File: config.mk
export PLATFORM = sky130hd
export DESIGN_NAME = qsc_eval
export DESIGN_NICKNAME = d
export VERILOG_FILES = /design/src/quad_size_check_macros.svh /design/src/qsc_pkg.sv /design/src/qsc_eval.sv
export SDC_FILE = /design/constraint.sdc
export NUM_CORES = 2
export LEC_CHECK = 0
export BUFFER_PORTS_ARGS = -buffer_cell sky130_fd_sc_hd__buf_2
export CORE_UTILIZATION = 55
export DETAILED_ROUTE_END_ITERATION = 12
export PLACE_DENSITY_LB_ADDON = 0.05
export SYNTH_ARGS = -nofsm -noshare
export SYNTH_HDL_FRONTEND = slang
export SYNTH_SLANG_ARGS = --single-unit
File: constraint.sdc
create_clock -name vclk -period 25.5
set_input_delay 1.275 -clock vclk [all_inputs]
set_output_delay 1.275 -clock vclk [all_outputs]
set_load 0.005 [all_outputs]
File: src/quad_size_check_macros.svh
// Assertion macros for the quad size check block.
`ifndef QUAD_SIZE_CHECK_MACROS_SVH
`define QUAD_SIZE_CHECK_MACROS_SVH
`ifndef ASSERT_OFF
`define QSC_ASSERT(lbl, prop, msg) \
   lbl: assert property (@(posedge clock) disable iff (reset) prop) else $error(msg);
`define QSC_ASSERT_RST(lbl, prop, msg) \
   lbl: assert property (@(posedge clock) prop) else $error(msg);
`else
`define QSC_ASSERT(lbl, prop, msg)
`define QSC_ASSERT_RST(lbl, prop, msg)
`endif
`endif

File: src/qsc_pkg.sv
`default_nettype none
package qsc_pkg;

   localparam int CsrAddrWidth = 4;
   localparam int CsrDataWidth = 32;

   localparam logic [1:0] REG_LENGTH_TOL = 2'd0;
   localparam logic [1:0] REG_AREA_TOL   = 2'd1;
   localparam logic [1:0] REG_AREA_EN    = 2'd2;

   localparam logic [15:0] LENGTH_TOL_RESET = 16'd160;
   localparam logic [23:0] AREA_TOL_RESET   = 24'd1000;
   localparam logic        AREA_EN_RESET    = 1'b1;

   typedef struct packed {
      logic [15:0] length_tolerance;
      logic [23:0] area_tolerance;
      logic        area_check_enable;
   } cfg_type;

   typedef struct packed {
      logic        passed;
      logic        length_ok;
      logic [31:0] quad_area;
   } result_type;

endpackage
`default_nettype wire

File: src/qsc_eval.sv
`default_nettype none
module qsc_eval #(
   parameter int COORD_WIDTH     = 16,
   parameter int COORD_FRAC_BITS = 4
) (
   input  wire logic [COORD_WIDTH-1:0] x [4],
   input  wire logic [COORD_WIDTH-1:0] y [4],
   input  wire logic [11:0]            target_len_x,
   input  wire logic [11:0]            target_len_y,
   input  wire logic [23:0]            target_area,
   input  qsc_pkg::cfg_type            cfg,
   output qsc_pkg::result_type         res
);
   import qsc_pkg::*;

   localparam int W    = COORD_WIDTH;
   localparam int F    = COORD_FRAC_BITS;
   localparam int LW0  = (W + 2 > 13 + F) ? W + 2 : 13 + F;
   localparam int LW   = ((LW0 > 17) ? LW0 : 17) + 1;
   localparam int MAGW = 2 * W + 3;
   localparam int AW   = ((MAGW > 25 + 2 * F) ? MAGW : 25 + 2 * F) + 1;
   localparam int SCW  = (MAGW + 7 > 33) ? MAGW + 7 : 33;
   localparam int SHL  = (2 * F <= 7) ? 7 - 2 * F : 0;
   localparam int SHR  = (2 * F > 7) ? 2 * F - 7 : 0;

   logic signed [W:0] sx [4];
   logic signed [W:0] sy [4];
   logic signed [W:0] dx10, dx23, dy30, dy21;
   logic        [W:0] mx10, mx23, my30, my21;
   logic     [LW-1:0] lx, ly, tlx2, tly2, ltol2, dlx, dly;
   logic              len_ok;

   logic signed [W:0]       ax, by, bx, ay;
   logic signed [2*W+1:0]   prod_p, prod_q;
   logic signed [MAGW-1:0]  area2;
   logic        [MAGW-1:0]  area2_mag;
   logic        [SCW-1:0]   scaled;
   logic        [AW-1:0]    am, at2, atol2, dar;
   logic                    area_ok;

   always_comb begin
      for (int i = 0; i < 4; i++) begin
         sx[i] = $signed({x[i][W-1], x[i]});
         sy[i] = $signed({y[i][W-1], y[i]});
      end
   end

   // side lengths at F fraction bits, compared doubled
   assign dx10 = sx[1] - sx[0];
   assign dx23 = sx[2] - sx[3];
   assign dy30 = sy[3] - sy[0];
   assign dy21 = sy[2] - sy[1];
   assign mx10 = dx10[W] ? unsigned'(-dx10) : unsigned'(dx10);
   assign mx23 = dx23[W] ? unsigned'(-dx23) : unsigned'(dx23);
   assign my30 = dy30[W] ? unsigned'(-dy30) : unsigned'(dy30);
   assign my21 = dy21[W] ? unsigned'(-dy21) : unsigned'(dy21);

   assign lx    = LW'(mx10) + LW'(mx23);
   assign ly    = LW'(my30) + LW'(my21);
   assign tlx2  = LW'(target_len_x) << (F + 1);
   assign tly2  = LW'(target_len_y) << (F + 1);
   assign ltol2 = LW'({cfg.length_tolerance, 1'b0});
   assign dlx   = (lx >= tlx2) ? lx - tlx2 : tlx2 - lx;
   assign dly   = (ly >= tly2) ? ly - tly2 : tly2 - ly;
   assign len_ok = (dlx <= ltol2) && (dly <= ltol2);

   // twice the shoelace area from the diagonals
   assign ax = sx[0] - sx[2];
   assign by = sy[1] - sy[3];
   assign bx = sx[1] - sx[3];
   assign ay = sy[0] - sy[2];
   assign prod_p = ax * by;
   assign prod_q = bx * ay;
   assign area2  = $signed({prod_p[2*W+1], prod_p}) - $signed({prod_q[2*W+1], prod_q});
   assign area2_mag = area2[MAGW-1] ? unsigned'(-area2) : unsigned'(area2);

   assign scaled = (SCW'(area2_mag) << SHL) >> SHR;

   assign am    = AW'(area2_mag);
   assign at2   = AW'(target_area) << (2 * F + 1);
   assign atol2 = AW'(cfg.area_tolerance) << (2 * F + 1);
   assign dar   = (am >= at2) ? am - at2 : at2 - am;
   assign area_ok = (dar <= atol2);

   always_comb begin
      res.length_ok = len_ok;
      res.passed    = len_ok && (!cfg.area_check_enable || area_ok);
      res.quad_area = (|scaled[SCW-1:32]) ? 32'hFFFF_FFFF : scaled[31:0];
   end

endmodule
`default_nettype wire

==> metrics.csv <==
stage,metric,value,unit
job,max_cap_violations,0,
worst_setup_path,setup.worst_path.start_class,input port,
placed_design,io_buffers,251,
synth,netlist_area,0.0378,mm^2
synth,syn_area_per_cell,7.97,um^2
final_layout,design.seq.count,0,
grt,grt_pass1_vias,33500,
hold_path,hold_end,res[33],
timing,post-route-min-period,21350,ps
routing,wirelength,115000,um
worst_setup_path,max_stage_delay,910,ps
routing,wl_per_cell,19.9,um
worst_setup_path,critPathKind,in2out,
timing,slew_violations,0,
final_layout,nClkBuffers,0,
final_layout,layout-drive-gt1-share,0.0758,
cts,ctsHoldBuffers,0,
final_layout,seqCellArea,0,um^2
cts,cts_setup_buffers,0,
timing,final_hold_viol_count,0,
grt,grt_usage,0.338,
grt,grt_pass1_wl,183000,um
routing,vias,32700,
final_layout,nNetsFinal,6292,
floorplanning,row_count,95,
final_layout,syn2layout_area_growth,6.36,%
placed_design,gp_congestion,0.961,
floorplanning,start_util,0.559,
routing,drtIter0Drc,2327,
worst_setup_path,slowest_stage,fa_1,
final_layout,fill_cells,6456,
timing,finalSetupViolations,0,
floorplanning,die_area,0.0698,mm^2
final_layout,final_cell_mix,"1021 x inv_1, 672 x fa_1, 517 x nor2_1",
timing,period_share,0.837,
status,outcome,"finished, final reports clean",
timing,worst_pin_slew,1280,ps
routing,drc,0,
worst_setup_path,endpoint_kind,output port,
timing,grt_setup_unrepaired,no,
hold_path,hold_class,in2out,
routing,vias_per_cell,5.63,
final_layout,final_core_util,0.594,
placed_design,dp_hpwl,102000,um
hold_path,worstHoldStart,cfg[0],
synth,yosys_warnings,0,
grt,antenna_found_initial,3,
hold_path,holdPathStages,3,
worst_setup_path,cp.required,24230,ps
grt,overflow,0,
floorplanning,io_pins,251,
routing,ant_nets,0,
synth,synth_cells,4740,
final_layout,layout_commonest_cell,inv_1,
floorplanning,core,0.0676,mm^2
worst_setup_path,critPathMostFrequentCell,a21oi_1,
timing,tns,0,ps
timing,max-slew-margin-rel,0.123,
floorplanning,fp.dieW,264,um
synth,ys_seq_area_frac,0,
timing,timing.fmax,46.8,MHz
floorplanning,die_h,264,um
synth,syn_nets,6098,
cts,cts_resized,0,
worst_setup_path,worstPathMaxFanout,23,
routing,first_pass_iters,8,
worst_setup_path,arrival,20070,ps
grt,grt_max_degree,37,
synth,ys_types,79,
==> layout make-up <==
type	count	area [um^2]	area share
inverters	1023	3840	0.0955
well taps	873	1090	0.0272
repair buffers	310	1700	0.0423
diodes	6	15.0	0.000373
multi-input cells	3599	33600	0.835
==> per-stage QoR <==
stage	setup WS [ps]	instance area [um^2]	hold slack, ps	instances
5_1_grt	2710	40200	2840	5808
3_5_place_dp	4360	40200	2830	5805
6_report	4150	40200	2830	5811
3_3_place_gp	4920	40200	2830	5805
4_1_cts	4290	40200	2830	5805
2_1_floorplan	6880	37800	2610	4740
==> how the worst max path moves through the flow <==
stage,slack [ps],to,cells after the start,start
3_3_place_gp,4920,res[33],73,x[48]
3_5_place_dp,4360,res[33],73,x[48]
6_report,4150,res[33],72,x[48]
5_1_grt,2710,res[33],73,x[48]
2_1_floorplan,6880,res[33],75,x[48]
4_1_cts,4290,res[33],73,x[48]
==> synthesized netlist by cell type, drive strengths merged (52+ instances only) <==
cell type | count | share of area
nand2 | 377 | 0.038
xnor2 | 227 | 0.053
nor2b | 52 | 0.0086
inv | 1021 | 0.10
a21o | 113 | 0.022
ha | 469 | 0.16
o21ai | 167 | 0.022
nor3 | 68 | 0.0091
xor2 | 108 | 0.025
a21oi | 219 | 0.029
nand3 | 54 | 0.0072
nor2 | 518 | 0.051
fa | 672 | 0.36
nand2b | 73 | 0.012
clkbuf | 107 | 0.011
==> layer usage <==
| metal | GRT usage | vias up | part of all wire |
|---|---|---|---|
| met2 | 0.557 | 1166 | 0.46 |
| li1 | - | 15300 | - |
| met3 | 0.0418 | 220 | 0.073 |
| met1 | 0.451 | 16000 | 0.42 |
| met5 | 0 | - | 0 |
| met4 | 0.135 | 0 | 0.046 |
==> cell families (layout without fill, tap and decap cells) <==
kind of cell	count (synthesis)	in the layout	share of synthesized area
buf+inv	1141	1333	0.114
xor+xnor	335	335	0.0776
simple gates	1301	1301	0.154
other cells	0	6	0
mux	24	24	0.00698
compound gates	798	798	0.136
fa+ha+maj	1141	1141	0.511
==> worst max-delay path, delay by kind of cell <==
| family | cells | cell delay (ps) |
|---|---|---|
| multiplexers | 1 | 440 |
| XOR/XNOR | 2 | 550 |
| adder cells (fa/ha/maj) | 13 | 6130 |
| buffers and inverters | 7 | 580 |
| AO/OA/AOI/OAI | 40 | 9110 |
| AND/OR/NAND/NOR | 9 | 1940 |
