File: src/quad_size_check_macros.svh
// Assertion macros for the quad size check block.
`ifndef QUAD_SIZE_CHECK_MACROS_SVH
`define QUAD_SIZE_CHECK_MACROS_SVH
`ifndef ASSERT_OFF
`define QSC_ASSERT(lbl, prop, msg) \
   lbl: assert property (@(posedge clock) disable iff (reset) prop) else $error(msg);
`define QSC_ASSERT_RST(lbl, prop, msg) \
   lbl: assert property (@(posedge clock) prop) else $error(msg);
`else
`define QSC_ASSERT(lbl, prop, msg)
`define QSC_ASSERT_RST(lbl, prop, msg)
`endif
`endif

File: src/qsc_pkg.sv
`default_nettype none
package qsc_pkg;

   localparam int CsrAddrWidth = 4;
   localparam int CsrDataWidth = 32;

   localparam logic [1:0] REG_LENGTH_TOL = 2'd0;
   localparam logic [1:0] REG_AREA_TOL   = 2'd1;
   localparam logic [1:0] REG_AREA_EN    = 2'd2;

   localparam logic [15:0] LENGTH_TOL_RESET = 16'd160;
   localparam logic [23:0] AREA_TOL_RESET   = 24'd1000;
   localparam logic        AREA_EN_RESET    = 1'b1;

   typedef struct packed {
      logic [15:0] length_tolerance;
      logic [23:0] area_tolerance;
      logic        area_check_enable;
   } cfg_type;

   typedef struct packed {
      logic        passed;
      logic        length_ok;
      logic [31:0] quad_area;
   } result_type;

endpackage
`default_nettype wire

File: src/qsc_csr.sv
`default_nettype none
module qsc_csr (
   input  wire logic                                clock,
   input  wire logic                                reset,
   input  wire logic                                psel,
   input  wire logic                                penable,
   input  wire logic                                pwrite,
   input  wire logic [qsc_pkg::CsrAddrWidth-1:0]    paddr,
   input  wire logic [qsc_pkg::CsrDataWidth-1:0]    pwdata,
   output logic      [qsc_pkg::CsrDataWidth-1:0]    prdata,
   output logic                                     pready,
   output qsc_pkg::cfg_type                         cfg
);
   import qsc_pkg::*;

   cfg_type cfg_ff;
   cfg_type cfg_in;
   logic    wr_en;

   assign pready = 1'b1;
   assign wr_en  = psel && penable && pwrite;
   assign cfg    = cfg_ff;

   always_comb begin
      cfg_in = cfg_ff;
      if (wr_en) begin
         unique case (paddr[3:2])
            REG_LENGTH_TOL: cfg_in.length_tolerance  = pwdata[15:0];
            REG_AREA_TOL:   cfg_in.area_tolerance    = pwdata[23:0];
            REG_AREA_EN:    cfg_in.area_check_enable = pwdata[0];
            default:        cfg_in = cfg_ff;
         endcase
      end
   end

   always_comb begin
      unique case (paddr[3:2])
         REG_LENGTH_TOL: prdata = {16'd0, cfg_ff.length_tolerance};
         REG_AREA_TOL:   prdata = {8'd0, cfg_ff.area_tolerance};
         REG_AREA_EN:    prdata = {31'd0, cfg_ff.area_check_enable};
         default:        prdata = '0;
      endcase
   end

   always_ff @(posedge clock) begin
      if (reset) begin
         cfg_ff.length_tolerance  <= LENGTH_TOL_RESET;
         cfg_ff.area_tolerance    <= AREA_TOL_RESET;
         cfg_ff.area_check_enable <= AREA_EN_RESET;
      end else begin
         cfg_ff <= cfg_in;
      end
   end

endmodule
`default_nettype wire

File: config.mk
export PLATFORM = sky130hd
export DESIGN_NAME = qsc_csr
export DESIGN_NICKNAME = d
export VERILOG_FILES = /design/src/quad_size_check_macros.svh /design/src/qsc_pkg.sv /design/src/qsc_csr.sv
export SDC_FILE = /design/constraint.sdc
export NUM_CORES = 1
export LEC_CHECK = 0
export BUFFER_PORTS_ARGS = -buffer_cell sky130_fd_sc_hd__buf_4
export CAP_MARGIN = 10
export CORE_ASPECT_RATIO = 1.25
export CORE_UTILIZATION = 38
export DETAILED_ROUTE_END_ITERATION = 16
export PLACE_DENSITY = 0.69
export SYNTH_ARGS = -nofsm -noshare
export SYNTH_HDL_FRONTEND = slang
export SYNTH_SLANG_ARGS = --single-unit
File: constraint.sdc
create_clock -name clock -period 2.78 [get_ports clock]
set_clock_uncertainty 0.2 [all_clocks]
set_input_delay 0.834 -clock clock [delete_from_list [all_inputs] [get_ports clock]]
set_output_delay 0.834 -clock clock [all_outputs]
set_load 0.03 [all_outputs]
==> impl_metrics.toml, run 1 <==
[floorplan]
dieWidth_um = 69.76
io_pins = 115
die-area_um2 = 6048
core_um2 = 5480
row_count = 30
start_util_pct = 39.79
chipHeight_um = 86.70

[routing]
drt_wl_total_um = 4863
drtIter0Drc = 43
ant_nets = 0
viasPerCell = 4.677
route.vias.total = 1782
drt_pass1_iterations = 4
drc = 0
wl_per_cell_um = 12.76

[cts]
cts_inserted_buffers = 5
hold_buffers = 0
cts_tree = "done"
post_cts_buffers = 0
cts.repair.resized = 0
clock-root-buffer = "clkbuf_8"
clk_pin_slew_ns = 0.07
clockBufferDepth = 2
cts.htree.levels = 2
cts_sinks = 41
clock_latency_ns = 0.28

[critical_path]
critical_path_class = "in2out"
r2r_start = "cfg[39]$_SDFFE_PP0P_"
crit_path_end_kind = "primary output"
cp_data_required_time_ns = 1.75
cp.arrival_ns = 1.56
crit_fanout = 9
crit_path_start = "paddr[2]"
start_kind = "input port"

[yosys]
synth_edf_count = 0
netlist-cell-type-count = 24
netlist.area_leader.share_pct = 37.64
yosysWarnings = 0
synthSimpleGateAreaFrac_pct = 27.14
synth.area.mux_share_pct = 26.16
ys_ff_latch = 41
synth-adder-area-share_pct = 0
async_flop_share_pct = 0
syn-cell-area_um2 = 2181
ys_seq_area_share_pct = 37.64
syn_inst = 228
synthFlopType = "dfxtp_1"
yosys.area.top_type = "dfxtp_1"
synth_xor_area_share_pct = 0
ys_top_cells_by_area = "dfxtp_1, mux2i_1, nand2b_1"
syn_avg_cell_area_um2 = 9.565
synth_compound_area_share_pct = 0.2295
synth_top_family_by_area = "simple AND/OR/NAND/NOR gates"

[status]
status = "complete, no violations"

[layout]
antenna_cells = 0
largest_reg_flops = 41
area_growth_pct = 37.58
nets = 359
drive_gt1_share_pct = 40.69
fin_area_um2 = 3000
nFillCells = 535

[placed_design]
gp_congestion = 0.6936
placed_area_um2 = 2927
dp_hpwl_um = 3529
portBuffers = 95

[timing]
hold_viol = 0
worst_slew_pin_slew_ns = 0.5257
max_freq_mhz = 386.0
fin_crit_ns = 2.591
finalMaxSlewViolations = 0
min_period_over_period_pct = 93.19
rsz0062_at_grt = "false"
fin_setup_tns_ns = 0
setup_violations = 0
slew_headroom_pct = 64.95

[global_routing]
grt_pass1_wl_um = 7514
antenna_found_initial = 0
grt_pass1_vias = 1571
grt_max_degree = 71
grt_use_total_pct = 15.59
grt_overflow_total = 0

[power]
ir_drop_mv = 0.2393
power_density_nw_per_um2 = 383.7
power.leakage_uw = 0.001394

[hold_path]
min_from = "cfg[19]$_SDFFE_PP0P_"
hp-class = "reg2reg"

[flow_run]
maxCapViolations = 0
-- synthesized netlist by cell type, types with 2 or more instances --
| cell | n |
|---|---|
| and2_1 | 8 |
| buf_2 | 2 |
| buf_4 | 11 |
| buf_6 | 2 |
| clkbuf_1 | 6 |
| clkbuf_2 | 2 |
| conb_1 | 2 |
| dfxtp_1 | 41 |
| mux2i_1 | 57 |
| nand2b_1 | 46 |
| nor2_1 | 31 |
| or2b_2 | 8 |
-- worst paths after layout --
path              slack, ns                    to  cells after the start
setup / recovery       0.19            prdata[18]                      5
hold / removal         0.28  cfg[19]$_SDFFE_PP0P_                      2
setup reg to reg       1.74  cfg[39]$_SDFFE_PP0P_                      2
hold reg to reg        0.28  cfg[19]$_SDFFE_PP0P_                      2
-- where the power goes --
group	internal [uW]	leakage [uW]	switching [uW]
clock	165	0.0000399	189
sequential	595	0.000331	6.04
combinational	88.6	0.00102	108
-- through the flow --
step	total power, uW	utilization (%)	hold WS, ns	std cells	setup WS, ns
2_1_floorplan	747.3	-	0.4029	235	0.02330
5_1_grt	1199	54.75	0.3122	381	0.1222
6_report	1151	54.75	0.2844	381	0.1895
3_5_place_dp	813.1	53.40	0.2799	375	0.1809
4_1_cts	1168	54.75	0.2913	381	0.1802
3_3_place_gp	811.0	53.40	0.2700	375	0.1835
-- area by class of cell --
| class | instances | area (um2) | share of cell area [%] |
|---|---|---|---|
| repair buffers | 102 | 790.8 | 26.36 |
| well taps | 64 | 80.08 | 2.669 |
| multi-input cells | 168 | 1235 | 41.16 |
| flip-flops and latches | 41 | 820.8 | 27.36 |
| clock inverters | 1 | 5.005 | 0.1668 |
| clock buffers | 5 | 68.82 | 2.294 |
-- cell families (layout without fill, tap and decap cells) --
group | after synthesis | in the layout
AOI/OAI and AO/OA | 1 | 1
buffers and inverters | 26 | 108
DFF | 41 | 41
muxes | 57 | 57
other | 2 | 9
and+or+nand+nor | 101 | 101
-- per-layer routing --
| metal | share of wire, % | GRT usage, % | routed length (um) |
|---|---|---|---|
| met5 | 0 | 0 | 0 |
| met4 | 1.2 | 4.909 | 59 |
| met3 | 5.4 | 3.953 | 262 |
| met2 | 51 | 27.36 | 2466 |
| met1 | 43 | 18.63 | 2075 |
-- worst max-delay path, stage by stage --
cell and delay (ns):
buf_4 0.13, nor2b_1 0.12, buf_4 0.16, and2_1 0.16, buf_4 0.16
-- cell usage in the layout, fill, tap and decap left out, drive strengths merged --
cell    Yosys  routed
nor2       31      31
nand3b      1       1
nand4       1       1
and2        8       8
or2b        8       8
or3         1       1
nor3        1       1
o21ai       1       1
nand2b     46      46
clkinv      0       1
dfxtp      41      41
buf        17     102
nor3b       2       2
conb        2       9
clkbuf      9       5
mux2i      57      57
nor2b       1       1
nand3       1       1
Power figures use the tool's default switching activity.
==> inputs of run 2 (changes only) <==
--- a/config.mk
+++ b/config.mk
@@ -10,7 +10,7 @@
 export CORE_ASPECT_RATIO = 1.25
 export CORE_UTILIZATION = 38
 export DETAILED_ROUTE_END_ITERATION = 16
-export PLACE_DENSITY = 0.69
+export PLACE_DENSITY = 0.72
 export SYNTH_ARGS = -nofsm -noshare
 export SYNTH_HDL_FRONTEND = slang
 export SYNTH_SLANG_ARGS = --single-unit
==> constraint.sdc (replaced) <==
create_clock -name clock -period 2.3 [get_ports clock]
set_clock_uncertainty 0.2 [all_clocks]
set_input_delay 0.69 -clock clock [delete_from_list [all_inputs] [get_ports clock]]
set_output_delay 0.69 -clock clock [all_outputs]
set_load 0.03 [all_outputs]
==> run 2 against run 1 <==
  * Total power increased by 25%
  * Cell count up 1.6%
  * Clock power increased by 27%
  * Wire length is 1.0% higher
  * Sequential power is 21% higher
  * Worst setup slack worse by 0.15 ns
  * Utilization up 2.8 points
  * Flip-flop and latch count did not move
  * Global-route usage is 0.25 points lower
  * Critical path depth is the same
  * Non-clock buffer count is 4 higher
  * Critical path type unchanged
==> impl_metrics.toml, run 2 (same netlist as run 1, synthesis figures left out) <==
[floorplan]
io_pins = 115
core_um2 = 5480
row_count = 30
dieWidth_um = 69.76
chipHeight_um = 86.70
die-area_um2 = 6048
start_util_pct = 39.79

[power]
power_density_nw_per_um2 = 455.2
power.leakage_uw = 0.001435
ir_drop_mv = 0.2490
power_uw = 1435

[layout]
fin_area_um2 = 3153
multi_input_area_um2 = 1276
largest_reg_flops = 41
utilization_pct = 57.53
area_growth_pct = 44.58
final_common_cell = "buf_4"
antenna_cells = 0
area.sequential_um2 = 820.8
drive_gt1_share_pct = 43.96
final_cell_mix = "buf_4, mux2i_1, nand2b_1"
nets = 363
nFillCells = 499

[flow_run]
maxCapViolations = 0

[timing]
min_period_over_period_pct = 98.37
hold_viol = 0
finalMaxSlewViolations = 0
hold_slack_ns = 0.2884
setup_violations = 0
setup_ws_ns = 0.03755
slew_headroom_pct = 65.94
fin_crit_ns = 2.262
max_freq_mhz = 442.0
rsz0062_at_grt = "false"
worst_slew_pin_slew_ns = 0.5109

[cts]
clockBufferDepth = 2
clock-root-buffer = "clkbuf_8"
clock_latency_ns = 0.28
cts_sinks = 41
cts_tree = "done"
cts.htree.levels = 2
cts_inserted_buffers = 5
post_cts_buffers = 0
clk_pin_slew_ns = 0.07

[critical_path]
crit_slowest_cell = "mux2i_2"
critical_path_class = "in2out"
cp.arrival_ns = 1.37
crit_chain = "buf_8, buf_8, mux2i_2, nor2_2, buf_4"
cp_slowest_stage_delay_ns = 0.22
path_common_cell = "buf_8"
cp_top_family = "buffers and inverters"
cp_data_required_time_ns = 1.41
start_kind = "input port"
crit_path_end_kind = "primary output"
critical_path_buf_inv_count = 3
crit_fanout = 6

[routing]
drc = 0
drt_wl_total_um = 4913
wl_per_cell_um = 12.70
drt_pass1_iterations = 4
viasPerCell = 4.615
drtIter0Drc = 41
ant_nets = 0
route.vias.total = 1786

[global_routing]
grt_overflow_total = 0
antenna_found_initial = 0
grt_pass1_wl_um = 7458
grt_max_degree = 71
grt_pass1_vias = 1634
grt_use_total_pct = 15.34

[placed_design]
dp_hpwl_um = 3528
pre_cts_ws_ns = -0.02114
gp_congestion = 0.7073
placed_area_um2 = 2943
portBuffers = 95

[hold_path]
hp-class = "reg2reg"

[status]
status = "complete, no violations"
[run 2: cell types whose count changed in the layout (fill, tap and decap cells not counted), sizes merged]
cell    change
buf         +3
clkbuf      +2
clkinv      +1
[run 2: power breakdown]
part,switching [uW],internal (uW),total [uW],leakage (uW)
Clock,241,210,451,0.0000450
Combinational,136,122,258,0.00106
Sequential,7.62,719,726,0.000331
[run 2: tightest hold or removal path, stage by stage, from the launching register on]
cell and delay (ns):
dfxtp_1 0.33, nand2b_1 0.06, mux2i_1 0.05
[run 2: final cells by class]
| type | count | area share [%] |
|---|---|---|
| clock inverter | 2 | 0.3175 |
| timing repair buffer | 106 | 28.33 |
| tap | 64 | 2.540 |
| clock buffer | 6 | 2.302 |
| multi-input combinational | 168 | 40.48 |
| sequential | 41 | 26.03 |
[run 2: what timing repair did]
action                     CTS  global route
gates cloned                 0             1
setup endpoints to repair   12            19
gates resized for setup     10            16
hold buffers                 0             0
[run 2: layer usage]
layer | wire length [um] | track usage [%] | share of wire, %
met1 | 2059 | 17.68 | 42
met2 | 2572 | 28.06 | 52
met3 | 230 | 3.372 | 4.7
met4 | 50 | 4.909 | 1.0
met5 | 0 | 0 | 0
[run 2: per-stage QoR]
step / instances / setup TNS (ns)
3_3_place_gp: 378 / -0.08027
3_5_place_dp: 378 / -0.1500
2_1_floorplan: 235 / 0
6_report: 387 / 0
5_1_grt: 387 / 0
4_1_cts: 386 / -0.05134
[run 2: path summary, 6_finish.rpt]
check / from / end / slack, ns / cells after the start
worst max-delay path: paddr[2] / prdata[7] / 0.04 / 5
worst min-delay path: cfg[24]$_SDFFE_PP0P_ / cfg[24]$_SDFFE_PP0P_ / 0.29 / 2
worst max register to register: cfg[40]$_SDFFE_PP0P_ / cfg[40]$_SDFFE_PP0P_ / 1.21 / 2
worst min register to register: cfg[24]$_SDFFE_PP0P_ / cfg[24]$_SDFFE_PP0P_ / 0.29 / 2
==> inputs of run 3 (changes only) <==
--- a/config.mk
+++ b/config.mk
@@ -5,12 +5,13 @@
 export SDC_FILE = /design/constraint.sdc
 export NUM_CORES = 1
 export LEC_CHECK = 0
+export ABC_AREA = 1
 export BUFFER_PORTS_ARGS = -buffer_cell sky130_fd_sc_hd__buf_4
 export CAP_MARGIN = 10
 export CORE_ASPECT_RATIO = 1.25
 export CORE_UTILIZATION = 38
 export DETAILED_ROUTE_END_ITERATION = 16
-export PLACE_DENSITY = 0.72
+export PLACE_DENSITY = 0.73
 export SYNTH_ARGS = -nofsm -noshare
 export SYNTH_HDL_FRONTEND = slang
 export SYNTH_SLANG_ARGS = --single-unit
==> run 3 against run 2 <==
  * The flow now finishes with violations (negative setup slack)
  * Global-route usage is 4.8 points higher
  * Total power is 6.0% higher
  * Flip-flop and latch count is the same
  * Critical path depth stayed put
  * Clock power rose by 2%
  * Largest cell class is now non-clock buffers
  * Worst hold slack hardly changed
  * Worst setup slack got worse by 0.048 ns
==> impl_metrics.toml, run 3 <==
[yosys]
async_flop_share_pct = 0
ys_ff_latch = 41
syn-cell-area_um2 = 2032
yosys.area.top_type = "dfxtp_1"
yosysMostFrequentCell = "nor2_1"
yosysWarnings = 0
ys_seq_area_share_pct = 40.39
syn_avg_cell_area_um2 = 6.842
ys_top_cells_by_area = "dfxtp_1, nor2_1, nand3_1"
netlist.area_leader.share_pct = 40.39
yosys-top-cells-count = "nor2_1, nand2_1, nand3_1"
synthFlopType = "dfxtp_1"
synth_edf_count = 0
syn_inst = 297
netlist-cell-type-count = 16

[layout]
nets = 443
largest_reg_flops = 41
area.sequential_um2 = 820.8
final_common_cell = "buf_4"
nFillCells = 506
area_growth_pct = 50.62
instances_no_fill = 465
antenna_cells = 0
utilization_pct = 59.82
final_cell_mix = "buf_4, nor2_1, nand2_1"
drive_gt1_share_pct = 33.75
multi_input_area_um2 = 959.7

[global_routing]
grt_pass1_wl_um = 8694
antenna_found_initial = 0
grt_overflow_total = 0
grt_pass1_vias = 1873
grt_use_total_pct = 20.11
grt_max_degree = 42

[timing]
fin_crit_ns = 2.310
rsz0062_at_grt = "true"
worst_slew_pin_slew_ns = 0.5726
slew_headroom_pct = 61.74
hold_slack_ns = 0.2882
min_period_over_period_pct = 100.4
hold_viol = 0
setup_violations = 6
setup_ws_ns = -0.01033
fin_setup_tns_ns = -0.02661
finalMaxSlewViolations = 0
max_freq_mhz = 432.8

[placed_design]
gp_congestion = 0.7149
dp_hpwl_um = 3816
portBuffers = 95
place_inst = 450

[cts]
clockBufferDepth = 2
cts_inserted_buffers = 5
clock-root-buffer = "clkbuf_8"
hold_buffers = 0
cts.htree.levels = 2
cts_sinks = 41
cts_tree = "done"
clock_latency_ns = 0.28
clk_pin_slew_ns = 0.08

[hold_path]
hp-class = "reg2reg"
min_path_cells = 2

[floorplan]
row_count = 29
io_pins = 115
die-area_um2 = 5646
core_um2 = 5116
chipHeight_um = 83.76
dieWidth_um = 67.41
start_util_pct = 39.72

[critical_path]
crit_path_end_kind = "primary output"
crit_path_start = "paddr[2]"
worstReg2RegEnd = "cfg[27]$_SDFFE_PP0P_"
critical_path_class = "in2out"
start_kind = "input port"
cp-endpoint = "prdata[12]"
crit_fanout = 5
reg2reg_depth = 2
ff2ff_setup_slack_ns = 1.42
r2r_start = "cfg[27]$_SDFFE_PP0P_"
cp.arrival_ns = 1.42
cp_data_required_time_ns = 1.41

[status]
violations = "negative setup slack"
status = "complete, but fails checks"

[routing]
wl_per_cell_um = 11.96
route.vias.total = 2184
drc = 0
ant_nets = 0
drt_wl_total_um = 5563
drt_pass1_iterations = 5
viasPerCell = 4.697
drtIter0Drc = 104

[power]
power_density_nw_per_um2 = 497.4
power.leakage_uw = 0.001540
power_uw = 1522
ir_drop_mv = 0.4270

[flow_run]
maxCapViolations = 0
==> run 3: cell types whose count changed after synthesis, moves of 3 or more <==
| cell | previous run | this run |
|---|---|---|
| a22o_1 | 0 | 15 |
| and2_1 | 8 | 0 |
| buf_6 | 2 | 5 |
| clkbuf_1 | 6 | 1 |
| inv_1 | 0 | 32 |
| mux2i_1 | 57 | 0 |
| nand2_1 | 0 | 57 |
| nand2b_1 | 46 | 0 |
| nand3_1 | 0 | 44 |
| nor2_1 | 31 | 74 |
| nor2_4 | 0 | 3 |
| or2b_2 | 8 | 0 |
==> run 3: metal layers <==
| layer | global-route usage, % | share of wire, % | vias up |
|---|---|---|---|
| met2 | 34.45 | 53 | 69 |
| met4 | 6.963 | 1.2 | 0 |
| met3 | 3.279 | 4.7 | 6 |
| met5 | 0 | 0 | - |
| li1 | - | - | 1112 |
| met1 | 24.58 | 41 | 997 |
==> run 3: final cells by class <==
type | count | share of cell area [%]
clock inverter | 3 | 0.5724
clock buffer | 5 | 2.249
sequential | 41 | 26.82
timing repair buffer | 116 | 32.22
inverter | 34 | 4.252
tap | 62 | 2.535
multi-input combinational | 204 | 31.36
==> run 3: where the power goes <==
| part | total (uW) | internal [uW] | leakage [uW] | switching, uW |
|---|---|---|---|---|
| registers | 738 | 725 | 0.000332 | 12.8 |
| clock network | 460 | 209 | 0.0000439 | 251 |
| logic | 324 | 137 | 0.00116 | 187 |
==> run 3: worst max-delay path: stages <==
cell    delay (ns)
buf_8         0.10
nor2_4        0.18
buf_6         0.16
a22o_1        0.16
buf_6         0.13
==> run 3: through the flow <==
stage          area [um2]  worst slack [ns]
2_1_floorplan        2058           0.04036
3_3_place_gp         2800          -0.04867
3_5_place_dp         2800          -0.07304
4_1_cts              3012          -0.01621
5_1_grt              3060          -0.05354
6_report             3060          -0.01033
==> run 3: timing repair <==
item                                    in CTS  in global routing
pin swaps                                    3                  3
cloned                                       2                  0
gates resized for setup                     21                 13
endpoints found under the setup margin      16                 24
setup buffers                                5                  0
==> run 3: worst min-delay path by stage <==
stage                                       to                 start  slack (ns)
after floorplan            cfg[0]$_SDFFE_PP1P_   cfg[0]$_SDFFE_PP1P_        0.40
after global placement     cfg[0]$_SDFFE_PP1P_   cfg[0]$_SDFFE_PP1P_        0.27
after CTS                  cfg[8]$_SDFFE_PP1P_   cfg[8]$_SDFFE_PP1P_        0.29
after detailed placement  cfg[30]$_SDFFE_PP1P_  cfg[30]$_SDFFE_PP1P_        0.28
after global routing       cfg[8]$_SDFFE_PP1P_   cfg[8]$_SDFFE_PP1P_        0.31
final                      cfg[8]$_SDFFE_PP1P_   cfg[8]$_SDFFE_PP1P_        0.29
==> run 3: cell families after synthesis <==
kind of cell	count (synthesis)	share of synthesized area [%]
AO/OA/AOI/OAI	15	6.466
buffers and inverters	59	15.21
flip-flops	41	40.39
other	2	0.3696
AND/OR/NAND/NOR	180	37.56
